--- src/rtl/pcxrle_pkg.sv ---
// ----------------------------------------------------------------------------
// pcxrle_pkg
// Shared types and constants of the PCX run-length palette decoder.
// ----------------------------------------------------------------------------
package pcxrle_pkg;

   // Register and coordinate widths
   localparam int CSR_W          = 16;
   localparam int EXT_W          = CSR_W + 1;
   localparam int COORD_BITS_DEF = 16;
   localparam int RUN_W          = 6;
   localparam int CSR_IDX_W      = 2;

   // Command queue depth between front and back
   localparam int QUEUE_DEPTH = 4;

   // Stream byte codes
   localparam logic [7:0] RUN_MARK    = 8'hC0;
   localparam logic [7:0] RUN_MASK    = 8'h3F;
   localparam logic [7:0] CLEAR_INDEX = 8'hFF;
   localparam logic [7:0] ALPHA_OPAQUE = 8'hFF;
   localparam logic [7:0] ALPHA_CLEAR  = 8'h00;

   // Register indexes
   localparam logic [CSR_IDX_W-1:0] CSR_IMAGE_WIDTH  = 2'd0;
   localparam logic [CSR_IDX_W-1:0] CSR_IMAGE_HEIGHT = 2'd1;
   localparam logic [CSR_IDX_W-1:0] CSR_LINE_BYTES   = 2'd2;

   // Item operation
   typedef enum logic {
      OP_PALETTE = 1'b0,
      OP_DATA    = 1'b1
   } op_type;

   // Result kind
   localparam logic KIND_PIXEL = 1'b0;
   localparam logic KIND_ERROR = 1'b1;

   // Classified command handed from front to back
   typedef struct packed {
      op_type           op;
      logic [RUN_W-1:0] count;
      logic [7:0]       data_byte;
      logic             last_byte;
      logic [7:0]       entry_index;
      logic [7:0]       entry_byte0;
      logic [7:0]       entry_byte1;
      logic [7:0]       entry_byte2;
   } cmd_type;

endpackage

--- src/rtl/pcxrle_front.sv ---
// ----------------------------------------------------------------------------
// pcxrle_front
// Accepts input items and turns each into one command: a palette write, or a
// data byte with the number of pixels it places (run headers resolved here).
// ----------------------------------------------------------------------------
module pcxrle_front
   import pcxrle_pkg::*;
(
   input  logic       clock,
   input  logic       reset,
   input  logic       req_valid,
   output logic       req_ready,
   input  logic       req_operation,
   input  logic [7:0] req_data_byte,
   input  logic       req_end_of_data,
   input  logic [7:0] req_entry_index,
   input  logic [7:0] req_entry_byte0,
   input  logic [7:0] req_entry_byte1,
   input  logic [7:0] req_entry_byte2,
   input  logic       q_full,
   output logic       q_push,
   output cmd_type    q_cmd
);

   logic             pend_ff, pend_in;
   logic [RUN_W-1:0] plen_ff, plen_in;
   logic             is_data;
   logic             is_header;

   assign req_ready = !q_full;
   assign q_push    = req_valid && req_ready;
   assign is_data   = (req_operation == OP_DATA);
   assign is_header = ((req_data_byte & RUN_MARK) == RUN_MARK);

   // Classify the item and track a pending run header
   always_comb begin
      pend_in           = pend_ff;
      plen_in           = plen_ff;
      q_cmd.op          = is_data ? OP_DATA : OP_PALETTE;
      q_cmd.count       = '0;
      q_cmd.data_byte   = req_data_byte;
      q_cmd.last_byte   = req_end_of_data;
      q_cmd.entry_index = req_entry_index;
      q_cmd.entry_byte0 = req_entry_byte0;
      q_cmd.entry_byte1 = req_entry_byte1;
      q_cmd.entry_byte2 = req_entry_byte2;
      if (is_data) begin
         if (pend_ff) begin
            q_cmd.count = plen_ff;
            pend_in     = 1'b0;
         end else if (is_header) begin
            pend_in = 1'b1;
            plen_in = req_data_byte[RUN_W-1:0] & RUN_MASK[RUN_W-1:0];
         end else begin
            q_cmd.count = {{(RUN_W-1){1'b0}}, 1'b1};
         end
         if (req_end_of_data) begin
            pend_in = 1'b0;
         end
      end
   end

   // Advance pending run state on each accepted item
   always_ff @(posedge clock) begin
      if (reset) begin
         pend_ff <= 1'b0;
         plen_ff <= '0;
      end else if (q_push) begin
         pend_ff <= pend_in;
         plen_ff <= plen_in;
      end
   end

endmodule

--- config.mk ---
export PLATFORM = sky130hd
export DESIGN_NAME = pcxrle_front
export DESIGN_NICKNAME = d
export VERILOG_FILES = /design/src/rtl/pcxrle_pkg.sv /design/src/rtl/pcxrle_front.sv
export SDC_FILE = /design/constraint.sdc
export NUM_CORES = 1
export LEC_CHECK = 0
export BUFFER_PORTS_ARGS = -buffer_cell sky130_fd_sc_hd__buf_2
export CAP_MARGIN = 20
export CORE_MARGIN = 10
export CORE_UTILIZATION = 28
export DETAILED_ROUTE_END_ITERATION = 6
export MAX_ROUTING_LAYER = met4
export PLACE_DENSITY = 0.76
export SYNTH_ARGS = -nofsm -noshare
export SYNTH_HDL_FRONTEND = slang
export SYNTH_SLANG_ARGS = --single-unit
export TNS_END_PERCENT = 5
--- constraint.sdc ---
create_clock -name clock -period 1.05 [get_ports clock]
set_clock_uncertainty 0.15 [all_clocks]
set_input_delay 0.0525 -clock clock [delete_from_list [all_inputs] [get_ports clock]]
set_output_delay 0.0525 -clock clock [all_outputs]
set_load 0.01 [all_outputs]
# Yosys cells after proc, flatten, opt, wreduce, memory -nomap -nowiden
# Index checks and enable logic that the tools add are counted.
word_totals:
  reg_bits: 7
  in_bits: 46
  out_inout_bits: 50
  elab_cells: 15
classes:
  n_eq_ne: 1
  mux: 7
  bitwise: 1
  n_reduce_logical: 4
ops:
  columns: ["op", "count"]
  rows:
  - ["2-to-1 mux 6 bit", 2]
  - ["2-to-1 mux 1 bit", 5]
  - ["AND reduction 4 bit", 1]
  - ["== test 2 bit, second input constant", 1]
  - ["AND reduction 2 bit", 1]
  - ["logical AND 1 bit", 1]
  - ["zero test 1 bit", 1]
  - ["NOT 1 bit", 1]

# Depth between registers and ports, before layout
logic_depth:
  ltp_word: 4
  ltp_mapped: 3
  ltp_nobuf: 3

# Worst setup path before layout
# No wires, ideal clock.
synth_timing:
  kind: "register -> register"
  start: "reg pend_ff"
  end: "reg plen_ff[0]"
  setup_ps: 72
  arrival_time_ps: 863
  required_ps: 828
  path_slack_ps: -35
  stages_incl_launch_ff: 4
  n_path_buf: 0
  synth_period_minus_slack_ps: 1085
  path_cell_list: "dfxtp_1 > nand3b_4 > nor2_8 > mux2i_1"
synth_between:
  elab_chain_cells: 2
synth_rtl:
  columns: ["element", "line", "rtl"]
  rows:
  - ["start: declaration", "pcxrle_front.sv:25", "logic pend_ff, pend_in;"]
  - ["start signal: assignment", "pcxrle_front.sv:69", "pend_ff <= pend_in;"]
  - ["NOT 1 bit (no line)", null, null]
  - ["AND reduction 4 bit (no line)", null, null]
  - ["end signal: assignment", "pcxrle_front.sv:70", "plen_ff <= plen_in;"]
  - ["end: declaration", "pcxrle_front.sv:26", "logic [RUN_W-1:0] plen_ff, plen_in;"]
# No other way between the ends.
# A chain may end at the register's enable or synchronous reset.

==> flow_metrics.env <==
export IMPL_outcome="finished, violations left"
export IMPL_violations="negative setup slack"
export IMPL_synth_top_family_by_area="buffers and inverters"
export IMPL_ys_warn_count=0
export IMPL_arrival_ns=1.01
export IMPL_finalWeightedCongestion=0.5822
export IMPL_critPathKind="reg -> out"
export IMPL_grt_use_total_pct=9.289
export IMPL_die_w_um=71.39
export IMPL_maxCapViolations=0
export IMPL_antenna_found_initial=0
export IMPL_fmax_ghz=0.8220
export IMPL_diodes=0
export IMPL_avgRoutedWirePerCell_um=16.75
export IMPL_drt_wl_total_um=2479
export IMPL_place_hpwl_um=1457
export IMPL_die_y_um=71.39
export IMPL_cts_buffers=3
export IMPL_layout_drive_gt1_share_pct=42.37
export IMPL_drt_first_pass_iters=2
export IMPL_p_total_mw=0.8223
export IMPL_hold_depth=2
export IMPL_num_rows=18
export IMPL_yosys_area_share_adder_pct=0
export IMPL_clockRootBuffer="clkbuf_4"
export IMPL_end_kind="output pin"
export IMPL_fin_ws_ns=-0.1666
export IMPL_synthXorXnorAreaFrac_pct=0
export IMPL_r2r_cells=4
export IMPL_synthFlopType="dfxtp_1"
export IMPL_synth_cell_types=13
export IMPL_start_util_pct=29.58
export IMPL_io_buffers=31
export IMPL_synth_most_common_cell="buf_4"
export IMPL_vias_per_cell=4.270
export IMPL_worstSetupStartpointType="flip-flop"
export IMPL_synth_edf_count=0
export IMPL_yosys_area_share_simple_pct=27.92
export IMPL_synth_seq_cells=7
export IMPL_ant_nets=0
export IMPL_clk_pin_slew_ns=0.05
export IMPL_power_density_nw_per_um2=716.7
export IMPL_synthMuxAreaShare_pct=8.122
export IMPL_first_global_vias=761
export IMPL_post_route_period_util_pct=115.9
export IMPL_synth_area_leaders="buf_4 (43%), dfxtp_1 (19%), nand2b_1 (11%)"
export IMPL_finalInstanceArea_um2=1147
export IMPL_coreArea_um2=2500
export IMPL_grt_overflow_total=0
export IMPL_grt_pass1_wl_um=3891
export IMPL_route_detailed_drc=0
export IMPL_synthToLayoutAreaGrowth_pct=55.16
export IMPL_num_vias=632
export IMPL_cts_tree="built"
export IMPL_final_hold_violation_count=0
export IMPL_worstPathMaxFanout=4
export IMPL_rsz0062_at_grt="yes"
export IMPL_dr_first_iter_drc_count=8
export IMPL_avgSynthCellArea_um2=8.909
export IMPL_fp_dieArea_um2=5097
export IMPL_syn_nets=129
export IMPL_setup_viol=13
export IMPL_cts_sinks=7
export IMPL_worst_pin_slew_ns=0.1708
export IMPL_grt_max_degree=14
export IMPL_yosysSeqAreaShare_pct=18.95
export IMPL_async_flop_share_pct=0
export IMPL_cts_htree_levels=1
export IMPL_yosys_area_top_type="buf_4"
export IMPL_cp_required_ns=0.85
export IMPL_synth_area_um2=739.5
export IMPL_fin_nets=165
export IMPL_ir_drop_mv=0.6448
export IMPL_clk_latency_ns=0.25
export IMPL_layout_min_cycle_time_ns=1.217
export IMPL_leakage_nw=0.5510
export IMPL_synth_compound_area_share_pct=1.354
export IMPL_slew_viol_final=0
export IMPL_boundaryPins=96
export IMPL_hp_class="in -> reg"
export IMPL_clk_path_buf_depth=2
export IMPL_max_slew_margin_pct=88.61
export IMPL_placed_cell_area_um2=636.9
export IMPL_synth_commonest_cells="buf_4 (42), nand2b_1 (13), dfxtp_1 (7)"
export IMPL_synth_cells=83
export IMPL_synth_top_area_share_pct=42.64
worst paths after layout:
path | start | to | slack, ns
worst max register to register | pend_ff | plen_ff[1] | -0.16
worst max-delay path | pend_ff | q_cmd[41] | -0.17
worst min-delay path | reset | pend_ff | 0.04
worst min register to register | plen_ff[3] | plen_ff[3] | 0.32
stage by stage:
| stage | std cells | hold slack, ns | TNS [ns] | utilization [%] | setup WS, ns |
|---|---|---|---|---|---|
| 2_1_floorplan | 83 | -0.001487 | 0 | - | 0.005727 |
| 3_3_place_gp | 104 | -0.04493 | -0.1869 | 25.48 | -0.03453 |
| 3_5_place_dp | 104 | -0.04493 | -0.3115 | 25.48 | -0.06086 |
| 4_1_cts | 148 | 0.03461 | -2.069 | 45.20 | -0.1842 |
| 5_1_grt | 148 | 0.08122 | -2.650 | 45.90 | -0.2331 |
| 6_report | 148 | 0.03993 | -1.802 | 45.90 | -0.1666 |
report_power, final:
| part | internal [mW] | switching [mW] |
|---|---|---|
| registers | 0.269 | 0.00194 |
| clock network | 0.145 | 0.100 |
| logic | 0.174 | 0.132 |
| total | 0.589 | 0.234 |
cell type report:
cell class,count,area [µm²]
Tap cell,30,37.54
Inverter,1,3.754
Clock buffer,4,26.28
Fill cell,237,1353
Timing Repair Buffer,74,634.4
Sequential cell,7,141.4
Multi-Input combinational cell,32,304.0
worst max-delay path, stage by stage, from the launching register on:
cell,delay (ns)
dfxtp_2,0.33
nand3b_4,0.15
and3_4,0.17
buf_6,0.11
placed cells by master, fill, tap and decap left out:
| master | synthesis | final |
|---|---|---|
| dlymetal6s4s_1 | 0 | 2 |
| inv_1 | 1 | 1 |
| nor3_2 | 0 | 1 |
| nand3b_4 | 2 | 2 |
| clkbuf_4 | 0 | 3 |
| buf_2 | 0 | 23 |
| nor2b_1 | 1 | 1 |
| o21ba_1 | 1 | 1 |
| nand2b_1 | 13 | 13 |
| buf_4 | 42 | 3 |
| and2_4 | 1 | 1 |
| dfxtp_2 | 0 | 1 |
| dlygate4sd3_1 | 0 | 37 |
| mux2i_1 | 6 | 6 |
| clkbuf_1 | 1 | 1 |
| dfxtp_1 | 7 | 6 |
| buf_6 | 0 | 9 |
| nor2_8 | 1 | 1 |
| and3_4 | 0 | 6 |
routing by layer:
layer | up-vias | wire, µm | part of all wire, % | GRT usage (%)
met5 | - | 0 | 0 | -
met4 | 0 | 0 | 0 | 1.290
met3 | 0 | 374 | 15 | 5.785
met2 | 69 | 1132 | 46 | 15.29
met1 | 271 | 972 | 39 | 9.397
li1 | 292 | - | - | -
repair_timing:
| item | CTS | global route |
|---|---|---|
| gates resized for setup | 14 | 4 |
| buffers inserted | 1 | 0 |
| pin swaps | 1 | 0 |
| endpoints found under the hold margin | 39 | 0 |
| hold buffers | 39 | 0 |
| endpoints found under the setup margin | 13 | 15 |
state kept, by name (all words and copies together), names as in the netlist:
| register | count |
|---|---|
| plen_ff | 6 |
| pend_ff | 1 |
kinds of logic after synthesis:
| logic type | Yosys count |
|---|---|
| flops | 7 |
| buf+inv | 44 |
| mux | 6 |
| compound gates | 1 |
| simple gates | 25 |
(Power assumes the default switching activity.)
