$ cat src/rtl/pcxrle_pkg.sv
// ----------------------------------------------------------------------------
// pcxrle_pkg
// Shared types and constants of the PCX run-length palette decoder.
// ----------------------------------------------------------------------------
package pcxrle_pkg;

   // Register and coordinate widths
   localparam int CSR_W          = 16;
   localparam int EXT_W          = CSR_W + 1;
   localparam int COORD_BITS_DEF = 16;
   localparam int RUN_W          = 6;
   localparam int CSR_IDX_W      = 2;

   // Command queue depth between front and back
   localparam int QUEUE_DEPTH = 4;

   // Stream byte codes
   localparam logic [7:0] RUN_MARK    = 8'hC0;
   localparam logic [7:0] RUN_MASK    = 8'h3F;
   localparam logic [7:0] CLEAR_INDEX = 8'hFF;
   localparam logic [7:0] ALPHA_OPAQUE = 8'hFF;
   localparam logic [7:0] ALPHA_CLEAR  = 8'h00;

   // Register indexes
   localparam logic [CSR_IDX_W-1:0] CSR_IMAGE_WIDTH  = 2'd0;
   localparam logic [CSR_IDX_W-1:0] CSR_IMAGE_HEIGHT = 2'd1;
   localparam logic [CSR_IDX_W-1:0] CSR_LINE_BYTES   = 2'd2;

   // Item operation
   typedef enum logic {
      OP_PALETTE = 1'b0,
      OP_DATA    = 1'b1
   } op_type;

   // Result kind
   localparam logic KIND_PIXEL = 1'b0;
   localparam logic KIND_ERROR = 1'b1;

   // Classified command handed from front to back
   typedef struct packed {
      op_type           op;
      logic [RUN_W-1:0] count;
      logic [7:0]       data_byte;
      logic             last_byte;
      logic [7:0]       entry_index;
      logic [7:0]       entry_byte0;
      logic [7:0]       entry_byte1;
      logic [7:0]       entry_byte2;
   } cmd_type;

endpackage

$ cat src/rtl/pcxrle_cmd_queue.sv
// ----------------------------------------------------------------------------
// pcxrle_cmd_queue
// Short first-in first-out queue of commands between front and back.
// ----------------------------------------------------------------------------
module pcxrle_cmd_queue
   import pcxrle_pkg::*;
(
   input  logic    clock,
   input  logic    reset,
   input  logic    push,
   input  cmd_type wdata,
   input  logic    pop,
   output cmd_type rdata,
   output logic    full,
   output logic    empty
);

   localparam int PTR_W = $clog2(QUEUE_DEPTH);
   localparam int CNT_W = $clog2(QUEUE_DEPTH + 1);

   cmd_type            slot_ff [QUEUE_DEPTH];
   logic [PTR_W-1:0]   wr_ptr_ff, wr_ptr_in;
   logic [PTR_W-1:0]   rd_ptr_ff, rd_ptr_in;
   logic [CNT_W-1:0]   fill_ff, fill_in;

   assign full  = (fill_ff == CNT_W'(QUEUE_DEPTH));
   assign empty = (fill_ff == '0);
   assign rdata = slot_ff[rd_ptr_ff];

   // Move pointers and fill count
   always_comb begin
      wr_ptr_in = wr_ptr_ff;
      rd_ptr_in = rd_ptr_ff;
      fill_in   = fill_ff;
      if (push) begin
         wr_ptr_in = wr_ptr_ff + PTR_W'(1);
      end
      if (pop) begin
         rd_ptr_in = rd_ptr_ff + PTR_W'(1);
      end
      if (push && !pop) begin
         fill_in = fill_ff + CNT_W'(1);
      end else if (pop && !push) begin
         fill_in = fill_ff - CNT_W'(1);
      end
   end

   always_ff @(posedge clock) begin
      if (reset) begin
         wr_ptr_ff <= '0;
         rd_ptr_ff <= '0;
         fill_ff   <= '0;
      end else begin
         wr_ptr_ff <= wr_ptr_in;
         rd_ptr_ff <= rd_ptr_in;
         fill_ff   <= fill_in;
      end
   end

   // Store the pushed command
   always_ff @(posedge clock) begin
      if (push) begin
         slot_ff[wr_ptr_ff] <= wdata;
      end
   end

endmodule

$ cat config.mk
export PLATFORM = sky130hd
export DESIGN_NAME = pcxrle_cmd_queue
export DESIGN_NICKNAME = d
export VERILOG_FILES = /design/src/rtl/pcxrle_pkg.sv /design/src/rtl/pcxrle_cmd_queue.sv
export SDC_FILE = /design/constraint.sdc
export NUM_CORES = 1
export LEC_CHECK = 0
export BUFFER_PORTS_ARGS = -buffer_cell sky130_fd_sc_hd__buf_2
export CAP_MARGIN = 20
export CORE_MARGIN = 1
export CORE_UTILIZATION = 31
export DETAILED_ROUTE_END_ITERATION = 6
export SLEW_MARGIN = 10
export SYNTH_ARGS = -nofsm -noshare
export SYNTH_HDL_FRONTEND = slang
export SYNTH_SLANG_ARGS = --single-unit
$ cat constraint.sdc
create_clock -name clock -period 3.3 [get_ports clock]
set_input_delay 0.33 -clock clock [delete_from_list [all_inputs] [get_ports clock]]
set_output_delay 0.33 -clock clock [all_outputs]
set_load 0.05 [all_outputs]
# [Word level (Yosys, flattened, before mapping)]
# Memory sizes are Yosys's and may differ from the RTL's. A register that Yosys moved wholly into a read port is not among the register bits.
# Index checks and enable logic that the tools add are counted.
[totals] reg_bits=7 latch_bits=0 ram_bits=192 rom_bits=0 in_bits=52 out_inout_bits=50 word_cells=21 mem_count=1
[memory_table] name="slot_ff" words=4 width=48 read_ports=1 rd_ports_with_merged_regs=1 wr=1 line_no="pcxrle_cmd_queue.sv:21" source="cmd_type slot_ff [QUEUE_DEPTH];"
[op_classes] n_addsub=4 n_mul=0 div_mod_pow=0 n_lt_le_gt_ge=0 n_eq_ne=1 shift=0 muxes=6 n_bitwise=0 reduce_logical=6
[op_table] op="3-bit two-way mux" n=2
[op_table] op="2-bit by 1-bit adder with 2-bit output, second input constant" n=2
[op_table] op="2-bit two-way mux" n=2
[op_table] op="3-bit by 1-bit adder with 3-bit output, second input constant" n=1
[op_table] op="3-bit equality test, second input constant" n=1
[op_table] op="3-bit zero test" n=1
[op_table] op="3-bit by 1-bit subtractor with 3-bit output, second input constant" n=1
[op_table] op="1-bit logical AND" n=2
[op_table] op="1-bit zero test" n=2
[op_table] op="1-bit two-way mux" n=2
[op_table] op="2-bit nonzero test" n=1

# [Depth between registers and ports, before layout]
# Gate-level depths: netlist of run 1.
[depth] depth_word=4 ltp_mapped=7 depth_no_buf=7

# [Worst setup path after synthesis of run 1]
# Ideal clock, no wire load.
[synth_path] path_type="reg-to-reg" from="register wr_ptr_ff[0]" to="memory slot_ff[2][0] (netlist name) (enable)" setup_time_ps=410 arrival_time_ps=1690 required_time_ps=2890 setup_slack_ps=1200 path_stages_with_launch=4 n_path_buf=0 period_less_slack_ps=2100 path_cell_list="dfxtp_1 inv_1 ha_1 and2_1"
[synth_rtl] element="start: declaration" line_no="pcxrle_cmd_queue.sv:22" source="logic [PTR_W-1:0] wr_ptr_ff, wr_ptr_in;"
[synth_rtl] element="start signal: assignment" line_no="pcxrle_cmd_queue.sv:54" source="wr_ptr_ff <= wr_ptr_in;"
[synth_rtl] element="end: declaration" line_no="pcxrle_cmd_queue.sv:21"
# No word-level cell before the write port.

==> impl_results.md, run 1 <==
- Placed Cells: 703
- Setup TNS: 0 ns
- Die height: between 150 and 200 um
- Cells after synthesis: 294
- CTS tree: done
- Reg2reg path depth: 4
- Layout area overhead: 22.1%
- Drt first pass iters: 4
- Max stage delay on crit path: 0.61 ns
- I/O pins: 102
- Multi-input gate area: 1320 um^2
- Worst skew pair latency: 0.48 ns
- Worst Hold Launch: wdata[11]
- Syn avg cell area: between 20 and 25 um^2
- Clock sink count: 201
- Post-route setup slack: about 0.75 ns
- DRC viols: 0
- FF-to-FF Start: wr_ptr_ff[0]
- Core Box Area: 22900 um^2
- Placed cell areas: 8300 um^2
- Critical path capture point type: output port
- Post-route antenna net violation count: 0
- Fin. Hold Viols: 0
- Die Width: 156 um
- Sequential cell area: 5950 um^2
- Flop2flop setup slack: 1.53 ns
- Gr ovfl total: 0
- Crit path required time: 2.97 ns
- CP max FO: 30
- Placer Congestion: 0.656
- Starting Density: 32.1%
- Vias per inst: 4.44
- WS Path Type: flop to output port
- Slew of the pin with the lowest slew margin: 0.626 ns
- Maximum clock path buffer count: 3
- Commonest non-fill, non-tap cell in the layout: edfxtp_1
- Final worst path period need: 2.55 ns
- Vias in the first global route: about 3.6k
- Largest net degree at the start of global routing: 49
- Startpoint types: flop
- Logic pwr share: 13.7%
- Pwr/cell area: 676 nW/um^2
- Worst hold stages: 1
- Max Slew Vio Count: 0
- Int Pwr: 4.53 mW
- Hold crit path type: primary input to flop
- Total global-route track usage: roughly 11%
- Switching part of the total: 25.3%
- Rows: 55
- Synth Register Bits: 201
- CTS root buf: clkbuf_16
- Net Count, Synth: 352
- R2R Path End: slot_ff[0][43]
- Crit share post-route: just under 80%
- Initial antenna violation count: 1
- Status: finished, final reports clean
- RSZ-0062 raised after global routing: false
- Leakage: 3.00 nW
- Number of CTS-inserted buffers: 21
- Post-Syn Area: approximately 7300 um^2
- VDD IR max: 0.000230 V
- Place WS: 1.19 ns
- Die area: approximately 24000 um^2
- First DRT Iteration DRCs: 141
- Seq/Total Area, Yosys: slightly above 80%
- Wire length per cell: 17.9 um
- Quantity of gates resized following cts: 0
- Overall routed net length: 13.3 mm
- Max Fclk: 392 MHz
- Synth warn: 0
- Vias: 3292
- Finish-stage setup viols: 0
- Crit-path cells: buf_12 -> mux4_2 -> buf_2
- Final net count: 471
- H-tree Lvls: 1
- Post-route insts no fill: 741
- Relative slew margins: between 50 and 60%
- Final setup skew: 0.00631 ns
- Arrival time at the worst endpoint: 2.22 ns
- Design area: 8970 um^2
- First-pass GRT wire length: 20.2 mm
- Clk slew on worst S/H paths: 0.06 ns
- IO buf count: roughly 100
- CP max-delay cell: dfxtp_4
- HPWL Detailed: 8.02 mm
- CTS Hold Buffers Added: 0
- Max-cap violation count: 0
- # fillers: a little over 2k
- Hold Crit Endpoint: slot_ff[0][11]
- Most frequent cells in the layout: 192 x edfxtp_1, 101 x buf_2, 48 x mux4_2, 21 x clkbuf_16
- Distinct cells, synth: 21
- Clock power frac: 37.2%
- Seq pwr share: 49.1%
- Setup bufs post-CTS: 0
- Sw Pwr: 1.53 mW
- Fraction of layout cells with a size suffix above 1: about 45%
==> synth_stat cells <==
| cell type | n | share of area, % |
|---|---|---|
| xor2_1 | 3 | 0.36 |
| xnor2_1 | 2 | 0.24 |
| mux4_2 | 48 | 15 |
| or3_1 | 1 | 0.085 |
| o21ai_0 | 1 | 0.068 |
| and2_1 | 4 | 0.34 |
| ha_1 | 5 | 0.85 |
| mux2i_1 | 2 | 0.27 |
| edfxtp_1 | 192 | 78 |
| inv_1 | 4 | 0.20 |
| nand2_1 | 1 | 0.051 |
| fa_1 | 1 | 0.27 |
| buf_2 | 3 | 0.20 |
| nor3b_1 | 1 | 0.10 |
| nor3_1 | 1 | 0.068 |
| buf_6 | 3 | 0.46 |
| nor2_1 | 7 | 0.36 |
| buf_4 | 2 | 0.20 |
| a21oi_1 | 1 | 0.068 |
| clkbuf_1 | 3 | 0.15 |
| dfxtp_1 | 9 | 2.5 |
==> per-layer routing <==
| metal | global-route usage, % | share of wire (%) | up-vias |
|---|---|---|---|
| met2 | 18.9 | 50 | 78 |
| li1 | - | - | 1478 |
| met4 | 3.92 | 2.3 | 0 |
| met5 | 0 | 0 | - |
| met3 | 2.81 | 5.4 | 26 |
| met1 | 13.7 | 43 | 1710 |
==> stage by stage <==
| step | power (mW) | hold WS, ns | utilization, % |
|---|---|---|---|
| after floorplan | 3.65 | 0.429 | - |
| after global placement | 3.86 | 0.476 | 36.2 |
| after detailed placement | 3.88 | 0.524 | 36.2 |
| after CTS | 6.15 | 0.0340 | 39.1 |
| after global routing | 6.27 | 0.0444 | 39.1 |
| final | 6.06 | 0.0612 | 39.1 |
==> layout make-up <==
class | instances | share of cell area (%)
Inverter | 4 | 0.167
Antenna cell | 1 | 0.0279
Multi-Input combinational cell | 78 | 14.7
Timing Repair Buffer | 107 | 6.97
Clock inverter | 8 | 0.823
Tap cell | 313 | 4.37
Clock buffer | 29 | 6.64
Sequential cell | 201 | 66.3
==> how the worst max path moves through the flow <==
| stage | from | to | slack [ns] | cells after the start |
|---|---|---|---|---|
| final | flop | rdata[33] | 0.75 | 3 |
| after global routing | flop | rdata[33] | 0.60 | 3 |
| after CTS | flop | rdata[33] | 0.66 | 3 |
| after detailed placement | flop | rdata[33] | 1.19 | 3 |
| after global placement | flop | rdata[33] | 1.20 | 3 |
| after floorplan | wr_ptr_ff[0] | slot_ff[2][0] | 1.20 | 3 |
==> kinds of logic (layout without fill, tap and decap cells) <==
group                      count (synthesis)  count (layout)  share of synthesized area (%)
buffers and inverters                     15             148                           1.23
xor gates and xnor gates                   5               5                          0.596
adders and majority gates                  6               6                           1.12
AOI/OAI and AO/OA                          2               2                          0.136
and+or+nand+nor                           15              15                           1.00
other                                      0               1                              0
DFF                                      201             201                           80.9
muxes                                     50              50                           15.0
==> critical path: cells and delay by family (launching register included) <==
kind | cells | cell delay (ns)
flip-flops | 1 | 0.61
multiplexers | 1 | 0.56
buffers and inverters | 2 | 0.55
==> registers in the layout (all words and copies together) (netlist names), named ones only <==
register and flops:
slot_ff 192, fill_ff 3, rd_ptr_ff 2, wr_ptr_ff 2
==> power by group through the flow <==
stage	Clock (mW)	Sequential (mW)	Combinational, mW
after global routing	2.40	2.99	0.882
after detailed placement	0	3.03	0.850
final	2.25	2.98	0.832
after floorplan	0	3.01	0.638
after global placement	0	3.02	0.839
after CTS	2.32	2.98	0.852
(Power assumes the default switching activity.)
==> run 2: changes to the inputs <==
==> constraint.sdc (replaced) <==
create_clock -name clock -period 2.1 [get_ports clock]
set_input_delay 0.21 -clock clock [delete_from_list [all_inputs] [get_ports clock]]
set_output_delay 0.21 -clock clock [all_outputs]
set_load 0.05 [all_outputs]
==> run 2 against run 1 <==
Cell count up 8.1%. Design area rose by 11%. Count of clock-buffer cells in the layout up 1. Register-to-register slack worse by 0.97 ns. Sequential power increased by 56%. Routed wire length up 8.2%. Largest cell class unchanged.
==> impl_results.md, run 2 (synthesis results as in run 1) <==
- Status: finished, final reports clean (unchanged)
- Int Pwr: 7.35 mW (was 4.53 mW)
- Flop2flop setup slack: 0.56 ns (was 1.53 ns)
- Final setup skew: 0.00532 ns (was 0.00631 ns)
- Final net count: 532 (was 471)
- Place WS: 0.364 ns (was 1.19 ns)
- Core Box Area: 22900 um^2 (unchanged)
- Relative slew margins: 71.0% (was 58.3%)
- Rows: 55 (unchanged)
- Startpoint types: flop (unchanged)
- Final worst path period need: 2.08 ns
- First-pass GRT wire length: 20.9 mm (was 20.2 mm)
- Pwr/cell area: 987 nW/um^2 (was 676 nW/um^2)
- Gr ovfl total: 0 (unchanged)
- Setup TNS: 0 ns (unchanged)
- Finish-stage setup viols: 0 (unchanged)
- Max Slew Vio Count: 0 (unchanged)
- Switching part of the total: 25.1% (was 25.3%)
- Vias per inst: 4.46 (was 4.44)
- Critical path capture point type: output port (unchanged)
- Most flops, register: slot_ff (unchanged)
- ANT cells: 0 (was 1)
- Fin. Hold Viols: 0 (unchanged)
- Logic pwr share: 17.5% (was 13.7%)
- Commonest non-fill, non-tap cell in the layout: edfxtp_1 (unchanged)
- Layout area overhead: 35.3% (was 22.1%)
- Drt first pass iters: 4 (unchanged)
- VDD IR max: 0.000489 V (was 0.000230 V)
- RSZ-0062 raised after global routing: true (was false)
- Wire length per cell: 18.0 um (was 17.9 um)
- Die Width: 156 um (unchanged)
- Fraction of layout cells with a size suffix above 1: 41.2% (was 45.4%)
- Hold crit path type: primary input to flop (unchanged)
- Reg2reg path depth: 4 (unchanged)
- Slew of the pin with the lowest slew margin: 0.436 ns (was 0.626 ns)
- CP max FO: 7 (was 30)
- Post-route antenna net violation count: 0 (unchanged)
- Clk slew on worst S/H paths: 0.06 ns (about the same)
- Final core occ: 43.4% (was 39.1%)
- H-tree Lvls: 1 (unchanged)
- Largest net degree at the start of global routing: 49 (unchanged)
- Placer Congestion: 0.652 (was 0.656)
- First DRT Iteration DRCs: 181 (was 141)
- Post-route setup slack: 0.0190 ns (was 0.751 ns)
- Max-cap violation count: 0 (unchanged)
- Sw Pwr: 2.46 mW (was 1.53 mW)
- Max reg flops: 192 (unchanged)
- Vias: 3573 (was 3292)
- Initial antenna violation count: 0 (was 1)
- Number of CTS-inserted buffers: 21 (unchanged)
- Clock power frac: 35.1% (was 37.2%)
- Maximum clock path buffer count: 3 (unchanged)
- CTS tree: done (unchanged)
- FF-to-FF Start: fill_ff[0] (was wr_ptr_ff[0])
- R2R Path End: fill_ff[2] (was slot_ff[0][43])
- Total global-route track usage: 11.4% (was 11.1%)
- Starting Density: 32.1% (unchanged)
- Leakage: 3.40 nW (was 3.00 nW)
- Most frequent cells in the layout: 192 x edfxtp_1, 53 x buf_2, 51 x buf_6, 49 x dlygate4sd3_1, 48 x mux4_2 (was 192 x edfxtp_1, 101 x buf_2, 48 x mux4_2, 21 x clkbuf_16)
- HPWL Detailed: 7.44 mm (was 8.02 mm)
- Crit path required time: 1.89 ns (was 2.97 ns)
- Die area: 24300 um^2 (unchanged)
- Total power: 9.81 mW (was 6.06 mW)
- I/O pins: 102 (unchanged)
- Largest regs: slot_ff (192), fill_ff (3) (unchanged)
- Max Fclk: 481 MHz
- CTS root buf: clkbuf_16 (unchanged)
- Die height: 156 um (unchanged)
- Overall routed net length: 14.4 mm (was 13.3 mm)
- Worst skew pair latency: 0.48 ns (about the same)
- Crit share post-route: 99.1%
- CP endpoint: rdata[38] (was rdata[33])
- Arrival time at the worst endpoint: 1.87 ns (was 2.22 ns)
- IO buf count: 101 (unchanged)
- Vias in the first global route: 3800 (was 3621)
- Clock sink count: 201 (unchanged)
- Seq pwr share: 47.5% (was 49.1%)
- WS Path Type: flop to output port (unchanged)
- DRC viols: 0 (unchanged)
## run 2: cell types whose count changed in the layout (fill, tap and decap cells not counted), sizes merged
cell | before | now
clkinvlp | 2 | 1
buf | 107 | 115
dlygate4sd3 | 0 | 49
clkbuf | 29 | 34
diode | 1 | 0
## run 2: what timing repair did
action                                  in CTS  in global routing
gates resized for setup                     23                110
buffers inserted                             0                  4
gates cloned                                 0                  6
hold endpoints to repair                   201                  0
endpoints found under the setup margin      42                 48
hold buffers                                49                  0
## run 2: worst max-delay path, stage by stage, from the launching register on
cell       delay [ns]
dfxtp_4          0.38
buf_12           0.12
clkbuf_16        0.16
mux4_2           0.54
buf_6            0.18
## run 2: metrics by stage
stage | hold slack (ns) | instances | cell area [um^2]
after floorplan | 0.309 | 294 | 7350
after global routing | 0.0476 | 801 | 9940
after global placement | 0.419 | 705 | 8310
after CTS | 0.00955 | 791 | 9510
final | 0.0391 | 801 | 9940
after detailed placement | 0.424 | 705 | 8310
## run 2: per-layer routing
metal  up-vias  global-route usage, %  routed length, um
li1       1602                      -                  -
met1      1859                   14.2               6220
met2        88                   19.9               7270
met3        24                   2.36                601
met4         0                   3.50                303
met5         -                      0                  0
## run 2: final cells by class
cell class,count,area [um^2]
fillers,1986,13000
flip-flops and latches,201,5950
repair buffers,168,1620
multi-input cells,78,1320
clock buffers,30,579
well taps,313,392
clock inverters,7,63.8
inverters,4,15.0
## run 2: how the worst min path moves through the flow
stage               from        endpoint  slack [ns]  cells after the start
2_1_floorplan   wdata[0]   slot_ff[0][0]        0.31                      0
3_3_place_gp   wdata[34]  slot_ff[3][34]        0.42                      1
3_5_place_dp   wdata[40]  slot_ff[2][40]        0.42                      1
4_1_cts              pop            flop        0.01                      3
5_1_grt              pop    rd_ptr_ff[0]        0.05                      3
6_report             pop    rd_ptr_ff[0]        0.04                      3
## run 2: power by group through the flow
stage	sequential (mW)	clock [mW]	combinational, mW
2_1_floorplan	4.73	0	1.00
3_3_place_gp	4.73	0	1.35
3_5_place_dp	4.74	0	1.36
4_1_cts	4.66	3.56	1.49
5_1_grt	4.67	3.70	1.81
6_report	4.66	3.44	1.71
==> run 3: changes to the inputs <==
==> constraint.sdc (replaced) <==
create_clock -name clock -period 1.76 [get_ports clock]
set_input_delay 0.176 -clock clock [delete_from_list [all_inputs] [get_ports clock]]
set_output_delay 0.176 -clock clock [all_outputs]
set_load 0.05 [all_outputs]
==> run 3 against run 2 <==
The run now ends with setup timing left. Count of clock-buffer cells in the layout decreased by 5. Sequential share of layout area fell by 0.96 points. Sequential power increased by 19%. Via count down 0.62%. Global-route usage rose by 1.1 points. Worst setup slack lost 0.34 ns. Critical endpoint is now rdata[23].
==> impl_results.md, run 3 (synthesis results as in run 1) <==
- Clk slew on worst S/H paths: 0.06 ns (about the same)
- Final worst path period need: 2.08 ns
- VDD IR max: 0.000600 V (was 0.000489 V)
- Layout area overhead: 37.5% (was 35.3%)
- CTS tree: done (unchanged)
- Worst hold stages: 3 (unchanged)
- CP max-delay cell: mux4_2 (unchanged)
- ANT cells: 0 (unchanged)
- Gr ovfl total: 0 (unchanged)
- Max stage delay on crit path: 0.53 ns (was 0.54 ns)
- DRC viols: 0 (unchanged)
- # fillers: 1997 (was 1986)
- Wire length per cell: 18.2 um (was 18.0 um)
- WS Path Type: flop to output port (unchanged)
- Met3 Routed Length: 723 um (was 601 um)
- Vias: 3551 (was 3573)
- Largest net degree at the start of global routing: 49 (unchanged)
- Most flops, register: slot_ff (unchanged)
- Maximum clock path buffer count: 3 (unchanged)
- Relative slew margins: 77.7% (was 71.0%)
- Leakage: 3.46 nW (was 3.40 nW)
- Fin. Hold Viols: 0 (unchanged)
- Largest regs: slot_ff (192), fill_ff (3) (unchanged)
- Fraction of layout cells with a size suffix above 1: 41.7% (was 41.2%)
- Clock sink count: 201 (unchanged)
- Critical path capture point type: output port (unchanged)
- Starting Density: 32.1% (unchanged)
- IO buf count: 101 (unchanged)
- Initial antenna violation count: 0 (unchanged)
- Vias in the first global route: 4017 (was 3800)
- Crit share post-route: 118%
- Drt first pass iters: 4 (unchanged)
- H-tree Lvls: 1 (unchanged)
- Sequential cell area: 5950 um^2 (unchanged)
- First-pass GRT wire length: 22.7 mm (was 20.9 mm)
- HPWL Detailed: 7.50 mm (was 7.44 mm)
- Worst hold slack: 0.0287 ns (was 0.0391 ns)
- Final setup skew: 0.00818 ns (was 0.00532 ns)
- Die Width: 156 um (unchanged)
- Multi-input gate area: 1320 um^2 (about the same)
- Post-route setup slack: -0.316 ns (was 0.0190 ns)
- DR top layer: met4 (unchanged)
- Failing checks: setup timing
- Met1 wire length: 5.95 mm (was 6.22 mm)
- CTS root buf: clkbuf_16 (unchanged)
- Core Box Area: 22900 um^2 (unchanged)
- Max Fclk: 482 MHz
- Post-route antenna net violation count: 0 (unchanged)
- Most frequent cells in the layout: 192 x edfxtp_1, 53 x buf_2, 51 x dlygate4sd3_1, 48 x mux4_2, 45 x buf_6 (was 192 x edfxtp_1, 53 x buf_2, 51 x buf_6, 49 x dlygate4sd3_1, 48 x mux4_2)
- Hold crit path type: primary input to flop (unchanged)
- Final net count: 532 (unchanged)
- Reg2reg path depth: 4 (unchanged)
- Slew of the pin with the lowest slew margin: 0.334 ns (was 0.436 ns)
- Overall routed net length: 14.6 mm (was 14.4 mm)
- I/O pins: 102 (unchanged)
- First DRT Iteration DRCs: 143 (was 181)
- CP max FO: 7 (unchanged)
- Placed Cells: 704 (was 705)
- Startpoint types: flop (unchanged)
- Finish-stage setup viols: 48 (was 0)
- Die area: 24300 um^2 (unchanged)
- Max Slew Vio Count: 0 (unchanged)
- RSZ-0062 raised after global routing: true (unchanged)
- Post-route insts no fill: 802 (was 801)
- Max reg flops: 192 (unchanged)
- Arrival time at the worst endpoint: 1.90 ns (was 1.87 ns)
- Met2 routed WL: 7.64 mm (was 7.27 mm)
- Crit path required time: 1.58 ns (was 1.89 ns)
- Worst skew pair latency: 0.49 ns (was 0.48 ns)
- Crit-path cells: buf_12 -> buf_16 -> mux4_2 -> buf_6 (was buf_12 -> clkbuf_16 -> mux4_2 -> buf_6)
- Placer Congestion: 0.694 (was 0.652)
- Rows: 55 (unchanged)
- Commonest non-fill, non-tap cell in the layout: edfxtp_1 (unchanged)
- Number of CTS-inserted buffers: 22 (was 21)
- Status: complete, but fails checks (was finished, final reports clean)
- Total global-route track usage: 12.6% (was 11.4%)
- Vias per inst: 4.43 (was 4.46)
- Pwr/cell area: 1220 nW/um^2 (was 987 nW/um^2)
- Die height: 156 um (unchanged)
- Max-cap violation count: 0 (unchanged)
[run 3: metrics by stage]
stage / TNS [ns] / worst slack [ns] / cell area (um^2) / utilization, % / power (mW)
after global placement: 0 / 0.149 / 8320 / 36.3 / 7.25
after floorplan: 0 / 0.0822 / 7350 / - / 6.83
after detailed placement: 0 / 0.0802 / 8320 / 36.3 / 7.29
final: -12.54 / -0.316 / 10100 / 44.1 / 12.3
after global routing: -15.73 / -0.383 / 10100 / 44.1 / 12.8
after CTS: -14.53 / -0.360 / 10100 / 44.1 / 12.5
[run 3: power breakdown]
group	total, mW	internal, mW	switching (mW)	leakage [nW]
Combinational	2.08	0.880	1.20	1.25
Clock	4.71	2.95	1.75	0.370
Sequential	5.56	5.49	0.0708	1.84
[run 3: area by class of cell]
cell class,count,share of cell area (%)
multi-input combinational,78,13.1
clock inverter,14,1.66
timing repair buffer,167,16.6
clock buffer,25,5.77
sequential,201,58.9
inverter,4,0.149
tap,313,3.88
[run 3: what timing repair did]
action | CTS | global route
hold endpoints to repair | 201 | 0
resized for setup | 105 | 2
hold buffers | 51 | 0
gates cloned | 5 | 0
endpoints found under the setup margin | 48 | 49
buffers inserted | 3 | 0
[run 3: path summary, 6_finish.rpt]
kind	startpoint	endpoint	slack [ns]
max reg2reg	fill_ff[0]	fill_ff[2]	0.30
min	push	wr_ptr_ff[0]	0.03
min reg2reg	rd_ptr_ff[1]	flop	0.54
max	flop	rdata[23]	-0.32
[run 3: critical path: cells and delay by family (launching register included)]
family	cells	cell delay [ns]
buffers and inverters	3	0.45
muxes	1	0.53
DFF	1	0.41
[run 3: metal layers]
layer / global-route usage (%) / up-vias
li1: - / 1603
met1: 15.2 / 1837
met2: 22.6 / 91
met3: 2.61 / 20
met4: 3.41 / 0
met5: 0 / -
